## src/hdl/rtc_pkg.sv

```systemverilog
// Types, codes and constants for the real-time counter with alarm.
`default_nettype none

package rtc_pkg;

   // Field widths
   localparam int CMD_BITS       = 2;
   localparam int ADDR_BITS      = 3;
   localparam int HALF_BITS      = 16;
   localparam int WORD_BITS      = 2 * HALF_BITS;
   localparam int CSR_BITS       = 20;

   // Defaults for the top-level parameters
   localparam int RTC_COUNT_BITS    = 32;
   localparam int RTC_PRESCALE_BITS = 20;

   // Prescaler reload after reset
   localparam logic [CSR_BITS-1:0] RELOAD_RESET = 20'd32767;

   // Control register bit positions
   localparam int CTRL_ALARM_BIT = 1;
   localparam int CTRL_OVF_BIT   = 2;
   localparam int CTRL_SYNC_BIT  = 3;
   localparam int CTRL_CFG_BIT   = 4;
   localparam int CTRL_DONE_BIT  = 5;

   // Interrupt enable register bit positions
   localparam int IEN_ALARM_BIT = 1;
   localparam int IEN_OVF_BIT   = 2;

   // Transaction kinds
   typedef enum logic [CMD_BITS-1:0] {
      CMD_TICK  = 2'd0,
      CMD_READ  = 2'd1,
      CMD_WRITE = 2'd2
   } cmd_type;

   // Register map
   typedef enum logic [ADDR_BITS-1:0] {
      ADDR_CTRL     = 3'd0,
      ADDR_IRQ_EN   = 3'd1,
      ADDR_COUNT_HI = 3'd2,
      ADDR_COUNT_LO = 3'd3,
      ADDR_ALARM_HI = 3'd4,
      ADDR_ALARM_LO = 3'd5
   } addr_type;

   // Request payload
   typedef struct packed {
      logic [CMD_BITS-1:0]  command;
      logic [ADDR_BITS-1:0] reg_addr;
      logic [HALF_BITS-1:0] write_data;
   } rtc_req_type;

   // Response payload
   typedef struct packed {
      logic [HALF_BITS-1:0] read_data;
      logic                 irq;
      logic                 alarm_pending;
      logic                 overflow_pending;
   } rtc_rsp_type;

endpackage

`default_nettype wire

```

## src/hdl/rtc_counter_with_alarm_top.sv

```systemverilog
// Real-time counter with prescaler, alarm compare and interrupt flags.
//
//  channel  | direction | handshake            | payload
//  ---------+-----------+----------------------+--------------------------
//  req      | in        | req_valid/req_stall  | command, reg_addr, data
//  rsp      | out       | rsp_valid/rsp_stall  | read_data, irq, flags
//  csr      | in        | csr_we               | prescaler reload value
//
// One transaction per cycle while req_stall is low; an accepted transaction
// passes the input register, then the response register, when rsp flows.
// The counter state is updated as a transaction leaves the input register.
// rsp_stall holds the response register; req_stall rises only when both
// registers are full. Reset is synchronous and sets all state but the payloads.
`default_nettype none

module rtc_counter_with_alarm_top
   import rtc_pkg::*;
#(
   parameter int COUNT_BITS    = RTC_COUNT_BITS,
   parameter int PRESCALE_BITS = RTC_PRESCALE_BITS
) (
   input  wire logic                clock,
   input  wire logic                reset,
   input  wire logic                req_valid,
   output      logic                req_stall,
   input  wire rtc_req_type         req_data,
   output      logic                rsp_valid,
   input  wire logic                rsp_stall,
   output      rtc_rsp_type         rsp_data,
   input  wire logic                csr_we,
   input  wire logic [CSR_BITS-1:0] csr_wdata
);

   // Input register
   logic        req_valid_ff;
   rtc_req_type req_ff;

   // Response register
   logic        rsp_valid_ff;
   rtc_rsp_type rsp_ff, rsp_in;

   // Counter state
   logic [PRESCALE_BITS-1:0] reload_ff;
   logic [PRESCALE_BITS-1:0] presc_ff, presc_in;
   logic [COUNT_BITS-1:0]    count_ff, count_in;
   logic [COUNT_BITS-1:0]    alarm_ff, alarm_in;
   logic                     alarm_flag_ff, alarm_flag_in;
   logic                     ovf_flag_ff, ovf_flag_in;
   logic                     cfg_mode_ff, cfg_mode_in;
   logic                     sync_flag_ff, sync_flag_in;
   logic [1:0]               ien_ff, ien_in;

   logic                     advance;
   logic [COUNT_BITS-1:0]    count_inc;
   logic [WORD_BITS-1:0]     count_word;
   logic [WORD_BITS-1:0]     alarm_word;

   // Pipeline control
   assign advance   = req_valid_ff && (!rsp_valid_ff || !rsp_stall);
   assign req_stall = req_valid_ff && !advance;
   assign rsp_valid = rsp_valid_ff;
   assign rsp_data  = rsp_ff;

   assign count_inc  = count_ff + COUNT_BITS'(1);
   assign count_word = WORD_BITS'(count_ff);
   assign alarm_word = WORD_BITS'(alarm_ff);

   // Execute the transaction held in the input register
   always_comb begin
      presc_in      = presc_ff;
      count_in      = count_ff;
      alarm_in      = alarm_ff;
      alarm_flag_in = alarm_flag_ff;
      ovf_flag_in   = ovf_flag_ff;
      cfg_mode_in   = cfg_mode_ff;
      sync_flag_in  = sync_flag_ff;
      ien_in        = ien_ff;
      rsp_in        = '0;

      case (req_ff.command)
         CMD_TICK: begin
            if (presc_ff == '0) begin
               presc_in = reload_ff;
               count_in = count_inc;
               if (count_inc == '0) begin
                  ovf_flag_in = 1'b1;
               end
               if (count_inc == alarm_ff) begin
                  alarm_flag_in = 1'b1;
               end
            end else begin
               presc_in = presc_ff - PRESCALE_BITS'(1);
            end
            sync_flag_in = 1'b1;
         end
         CMD_READ: begin
            case (req_ff.reg_addr)
               ADDR_CTRL: begin
                  rsp_in.read_data[CTRL_ALARM_BIT] = alarm_flag_ff;
                  rsp_in.read_data[CTRL_OVF_BIT]   = ovf_flag_ff;
                  rsp_in.read_data[CTRL_SYNC_BIT]  = sync_flag_ff;
                  rsp_in.read_data[CTRL_CFG_BIT]   = cfg_mode_ff;
                  rsp_in.read_data[CTRL_DONE_BIT]  = 1'b1;
               end
               ADDR_IRQ_EN: begin
                  rsp_in.read_data[IEN_ALARM_BIT] = ien_ff[0];
                  rsp_in.read_data[IEN_OVF_BIT]   = ien_ff[1];
               end
               ADDR_COUNT_HI: rsp_in.read_data = count_word[WORD_BITS-1:HALF_BITS];
               ADDR_COUNT_LO: rsp_in.read_data = count_word[HALF_BITS-1:0];
               default:       rsp_in.read_data = '0;
            endcase
         end
         CMD_WRITE: begin
            case (req_ff.reg_addr)
               ADDR_CTRL: begin
                  if (!req_ff.write_data[CTRL_ALARM_BIT]) alarm_flag_in = 1'b0;
                  if (!req_ff.write_data[CTRL_OVF_BIT])   ovf_flag_in   = 1'b0;
                  if (!req_ff.write_data[CTRL_SYNC_BIT])  sync_flag_in  = 1'b0;
                  cfg_mode_in = req_ff.write_data[CTRL_CFG_BIT];
               end
               ADDR_IRQ_EN: begin
                  ien_in = {req_ff.write_data[IEN_OVF_BIT], req_ff.write_data[IEN_ALARM_BIT]};
               end
               ADDR_COUNT_HI: begin
                  if (cfg_mode_ff) begin
                     count_in = COUNT_BITS'({req_ff.write_data, count_word[HALF_BITS-1:0]});
                  end
               end
               ADDR_COUNT_LO: begin
                  if (cfg_mode_ff) begin
                     count_in = COUNT_BITS'({count_word[WORD_BITS-1:HALF_BITS],
                                             req_ff.write_data});
                  end
               end
               ADDR_ALARM_HI: begin
                  if (cfg_mode_ff) begin
                     alarm_in = COUNT_BITS'({req_ff.write_data, alarm_word[HALF_BITS-1:0]});
                  end
               end
               ADDR_ALARM_LO: begin
                  if (cfg_mode_ff) begin
                     alarm_in = COUNT_BITS'({alarm_word[WORD_BITS-1:HALF_BITS],
                                             req_ff.write_data});
                  end
               end
               default: ;
            endcase
         end
         default: ;
      endcase

      // Flags and interrupt after this transaction
      rsp_in.alarm_pending    = alarm_flag_in;
      rsp_in.overflow_pending = ovf_flag_in;
      rsp_in.irq              = (alarm_flag_in && ien_in[0]) || (ovf_flag_in && ien_in[1]);
   end

   // Input register
   always_ff @(posedge clock) begin
      if (reset) begin
         req_valid_ff <= 1'b0;
      end else if (!req_stall) begin
         req_valid_ff <= req_valid;
      end
      if (!req_stall && req_valid) begin
         req_ff <= req_data;
      end
   end

   // Response register
   always_ff @(posedge clock) begin
      if (reset) begin
         rsp_valid_ff <= 1'b0;
      end else if (advance) begin
         rsp_valid_ff <= 1'b1;
      end else if (!rsp_stall) begin
         rsp_valid_ff <= 1'b0;
      end
      if (advance) begin
         rsp_ff <= rsp_in;
      end
   end

   // Prescaler reload register
   always_ff @(posedge clock) begin
      if (reset) begin
         reload_ff <= PRESCALE_BITS'(RELOAD_RESET);
      end else if (csr_we) begin
         reload_ff <= csr_wdata[PRESCALE_BITS-1:0];
      end
   end

   // Counter state
   always_ff @(posedge clock) begin
      if (reset) begin
         presc_ff      <= PRESCALE_BITS'(RELOAD_RESET);
         count_ff      <= '0;
         alarm_ff      <= '1;
         alarm_flag_ff <= 1'b0;
         ovf_flag_ff   <= 1'b0;
         cfg_mode_ff   <= 1'b0;
         sync_flag_ff  <= 1'b0;
         ien_ff        <= '0;
      end else if (advance) begin
         presc_ff      <= presc_in;
         count_ff      <= count_in;
         alarm_ff      <= alarm_in;
         alarm_flag_ff <= alarm_flag_in;
         ovf_flag_ff   <= ovf_flag_in;
         cfg_mode_ff   <= cfg_mode_in;
         sync_flag_ff  <= sync_flag_in;
         ien_ff        <= ien_in;
      end
   end

endmodule

`default_nettype wire

```

## config.mk

```make
export PLATFORM = sky130hd
export DESIGN_NAME = rtc_counter_with_alarm_top
export DESIGN_NICKNAME = d
export VERILOG_FILES = /design/src/hdl/rtc_pkg.sv /design/src/hdl/rtc_counter_with_alarm_top.sv
export SDC_FILE = /design/constraint.sdc
export NUM_CORES = 1
export LEC_CHECK = 0
export BUFFER_PORTS_ARGS = -buffer_cell sky130_fd_sc_hd__buf_2
export CORE_MARGIN = 3
export CORE_UTILIZATION = 37
export CTS_CLUSTER_DIAMETER = 120
export DETAILED_ROUTE_END_ITERATION = 7
export PLACE_DENSITY = 0.65
export SYNTH_ARGS = -nofsm -noshare
export SYNTH_HDL_FRONTEND = slang
export SYNTH_SLANG_ARGS = --single-unit
```

## constraint.sdc

```tcl
create_clock -name clock -period 7.6 [get_ports clock]
set_input_delay 0.38 -clock clock [delete_from_list [all_inputs] [get_ports clock]]
set_output_delay 0.38 -clock clock [all_outputs]
set_load 0.02 [all_outputs]
```

## Yosys cells after proc, flatten, opt, wreduce, memory -nomap -nowiden

Cells that the tools add are included.

| word-level totals | value |
|---|---|
| register bits after elaboration | 152 |
| input port bits | 46 |
| output and inout bits | 21 |
| logic and storage cells | 92 |

| cells by class | value |
|---|---|
| add/sub/neg operators | 2 |
| equality and inequality tests | 17 |
| muxes and demuxes | 28 |
| bitwise logic cells | 2 |
| reduce and logical (&&, ||, !) cells | 23 |

Operators with widths:

| cell | number |
|---|---|
| one-hot mux 32 bit (2 select lines) | 3 |
| 2-to-1 mux 32 bit | 2 |
| adder 32 x 1 -> 32 bit, second input constant | 1 |
| == test 32 bit | 1 |
| logical NOT 32 bit | 1 |
| logical NOT 20 bit | 1 |
| 2-to-1 mux 20 bit | 1 |
| one-hot mux 10 bit (2 select lines) | 1 |
| subtractor 20 x 1 -> 20 bit, second input constant | 1 |
| 2-to-1 mux 16 bit | 1 |
| 2-to-1 mux 1 bit | 12 |
| AND reduction 6 bit | 2 |
| inequality test 2 bit, second input constant | 5 |
| AND reduction 5 bit | 2 |
| one-hot mux 3 bit (3 select lines) | 1 |
| inequality test 2 x 1 -> 1 bit, second input constant | 4 |
| one-hot mux 1 bit (2 select lines) | 4 |
| one-hot mux 2 bit (4 select lines) | 1 |
| == test 3 x 2 -> 1 bit, second input constant | 2 |
| == test 3 bit, second input constant | 2 |
| logical AND 1 bit | 5 |
| logical NOT 1 bit | 4 |
| 2-to-1 mux 2 bit | 2 |
| AND reduction 4 bit | 1 |
| 10 further kinds | 12 |

## Longest topological paths before layout

| logic depth | value |
|---|---|
| word-level depth | 7 |
| depth in mapped cells | 11 |
| depth with buffers taken out | 10 |

## Least setup slack after synthesis

Ideal clock, no wire load.

| path | value |
|---|---|
| kind | flip-flop to flip-flop |
| start | reg count_ff[1] |
| end | reg rsp_ff (netlist bit rsp_data[2]), data pin |
| setup time | 0.126 ns |
| data arrival time | 2.583 ns |
| data required time | 7.474 ns |
| slack | 4.891 ns |
| cell stages (with the launch flop) | 11 |
| path buffers | 1 |
| period minus slack after synthesis | 2.709 ns |
| cell sequence | dfxtp_1 -> ha_1 -> buf_2 -> nand3_2 -> nor2_2 -> nand4_1 -> xor2_1 -> nand3_1 -> a2111o_1 -> o31a_1 -> a2bb2o_4 |

RTL lines:

| what | RTL line | source |
|---|---|---|
| start: declaration | rtc_counter_with_alarm_top.sv:45 | `logic [COUNT_BITS-1:0] count_ff, count_in;` |
| start signal: assignment | rtc_counter_with_alarm_top.sv:207 | `count_ff <= count_in;` |
| end signal: assignment | rtc_counter_with_alarm_top.sv:181 | `rsp_ff <= rsp_in;` |
| end: declaration | rtc_counter_with_alarm_top.sv:40 | `rtc_rsp_type rsp_ff, rsp_in;` |

==> flow_summary.json <==
{
  "cts-buffers-inserted": 17,
  "grt_max_degree": 56,
  "die_area_sq_mm": 0.0248,
  "clk_latency_ps": 450,
  "cp_top_family": "simple AND/OR/NAND/NOR gates",
  "root_buffer": "clkbuf_16",
  "nets": 1065,
  "viasPerCell": 5.98,
  "finalPower_mw": 1.83,
  "crit_arrival_ps": 4190,
  "synth_top_area_share_pct": 26.4,
  "syn-num-nets": 1052,
  "via_count": 7827,
  "portBuffers": 66,
  "grt_first_pass_wirelength_microns": 41700,
  "synthesis.area_sq_mm": 0.00849,
  "antenna_found_initial": 0,
  "routed-wl-met3_microns": 2490,
  "ys_seq_area_share_pct": 40.5,
  "synth_area_leader_cell": "dfxtp_1",
  "hold_violations": 0,
  "synth_common_cells": "nand2_1 (147), dfxtp_1 (112), nor2_1 (80), a21oi_1 (69), nand3_1 (58)",
  "fp.dieH_microns": 158,
  "drtIter0Drc": 924,
  "yosysWarningCount": 0,
  "cp.required_ps": 7920,
  "multiInputGateArea_sq_mm": 0.00462,
  "critPathKind": "register to register",
  "path_max_fanout": 15,
  "fin_setup_tns_ps": 0,
  "crit_slowest_cell": "nor4_2",
  "slew_viol_final": 0,
  "cts_sinks": 152,
  "irDropWorstVdd_v": 0.000158,
  "crit_path_end_kind": "register",
  "finalWeightedCongestion": 1.00,
  "fin_crit_sh_pct": 51.0,
  "post_cts.repair.setup_buffers": 0,
  "place_ws_ps": 3870,
  "cp-start-kind": "register",
  "io-pin-count": 67,
  "n_antenna_cell": 0,
  "start_util_pct": 38.3,
  "htree_num_levels": 4,
  "synth.area.top_cells": "dfxtp_1 (26%), edfxtp_1 (14%), nand2_1 (6.5%)",
  "slew_headroom_pct": 24.5,
  "setup_viol": 0,
  "synth.avg_cell_area_sq_um": 8.47,
  "rows": 54,
  "synthFlopType": "dfxtp_1",
  "worst_pin_slew_ps": 1130,
  "leakagePower_nw": 3.57,
  "first_pass_iters": 6,
  "synthArstFlopShare_pct": 0,
  "syn_to_final_growth_pct": 11.9,
  "grt_pass1_vias": 7072,
  "period_minus_slack_ps": 3870,
  "hold_buffers": 0,
  "fillers": 2212,
  "rsz0062_at_grt": "false",
  "crit_chain": "nand3_2 -> nor4_2 -> and3_1 -> xnor2_1 -> nand4_1 -> a2111o_1 -> o31a_1 -> a2bb2o_4",
  "wl_met1_microns": 12400,
  "dp.final_hpwl_microns": 19000,
  "synth_seq_cells": 152,
  "gr-total-overflow": 0,
  "wirelength_microns": 26900,
  "ys_types": 77,
  "hold_slack_ps": 109,
  "clk_path_buf_depth": 2,
  "fin_skew_ps": 16.1,
  "synth_most_common_cell": "nand2_1",
  "die_w_microns": 158,
  "clk_transition_reported_paths_ps": 70,
  "drtAntennaViolNets": 0,
  "syn-instance-count": 1003,
  "wl_met2_microns": 11400,
  "tritoncts": "built",
  "post_route_cells_drive_above_1_share_pct": 14.6,
  "power_density_mw_per_mm2": 193,
  "post-route-drc-count": 0,
  "cap_viol_max_count": 0,
  "hp-class": "input port to register",
  "grt_usage_pct": 21.8,
  "max_stage_delay_ps": 1030,
  "routedWlPerCell_microns": 20.6,
  "cts-resized-gates": 0,
  "routed.top_layer": "met4",
  "synth_edf_count": 40,
  "fmax_ghz": 0.258,
  "seqCellArea_sq_mm": 0.00344,
  "status": "finished clean",
  "setup_slack_ps": 3730,
  "cp.buffers_inverters": 0,
  "core_area_sq_mm": 0.0222
}
[registers in the layout, summed over array words and instances, names as in the netlist]
register and cells:
rsp_valid 1, alarm_flag_ff 1, sync_flag_ff 1, req_valid_ff 1, cfg_mode_ff 1, req_ff 21
reload_ff 20, count_ff 32, rsp_data 19, alarm_ff 32, presc_ff 20, ien_ff 2
ovf_flag_ff 1
[cell families after synthesis]
logic type                 Yosys count  synth area share (%)
and+or+nand+nor                    418                  25.3
AOI/OAI and AO/OA                  236                  18.6
DFF                                152                  40.5
buffers and inverters              108                  5.32
xor gates and xnor gates            50                  5.48
muxes                               36                  4.32
adders and majority gates            3                 0.442
[stage by stage]
step,instance area [sq um],instances,util (%)
finish,9500,1309,42.9
global placement,8900,1277,40.2
global route,9500,1309,42.9
floorplan,8490,1003,-
detailed placement,8900,1277,40.2
CTS,9500,1309,42.9
[report_power, final]
part,leakage (nW),switching (mW),internal [mW]
clock,0.298,0.419,0.456
sequential,1.29,0.0230,0.849
combinational,1.97,0.0579,0.0300
[placed cells by master (no fill, tap or decap), types with 6 or more instances in the layout]
cell       count
nand2_1      147
dfxtp_1      112
nor2_1        79
a21oi_1       69
buf_2         66
nand3_1       58
edfxtp_1      40
o21ai_0       35
xnor2_1       34
mux2i_1       31
inv_1         28
a22oi_1       24
nand4_1       21
a211oi_1      20
nor3_1        17
clkbuf_16     17
xor2_1        14
o211ai_1      13
and3_1        13
nor4_1        12
a31oi_1        9
o31ai_1        9
nand2b_1       8
a311oi_1       8
a221oi_1       7
inv_8          7
buf_4          7
or2_2          6
[area by class of cell]
cell class / count / area share, %
Multi-Input combinational cell: 743 / 48.6
Sequential cell: 152 / 36.2
Clock buffer: 18 / 4.62
Timing Repair Buffer: 73 / 4.03
Tap cell: 280 / 3.69
Clock inverter: 14 / 1.71
Inverter: 29 / 1.15
[layer usage]
layer | track usage, % | vias to the layer above
met3 | 5.28 | 42
met2 | 30.9 | 357
met5 | 0 | -
met4 | 6.82 | 0
met1 | 32.6 | 3742
li1 | - | 3686
[worst paths after layout]
kind / startpoint / slack [ps] / end / cells past startpoint
min reg2reg: alarm_ff[3] / 480 / alarm_ff[3] / 2
min: req_data[10] / 110 / req_ff[10] / 1
max reg2reg: count_ff[4] / 3730 / rsp_data[2] / 8
max: count_ff[4] / 3730 / rsp_data[2] / 8
Power figures use the tool's default switching activity.
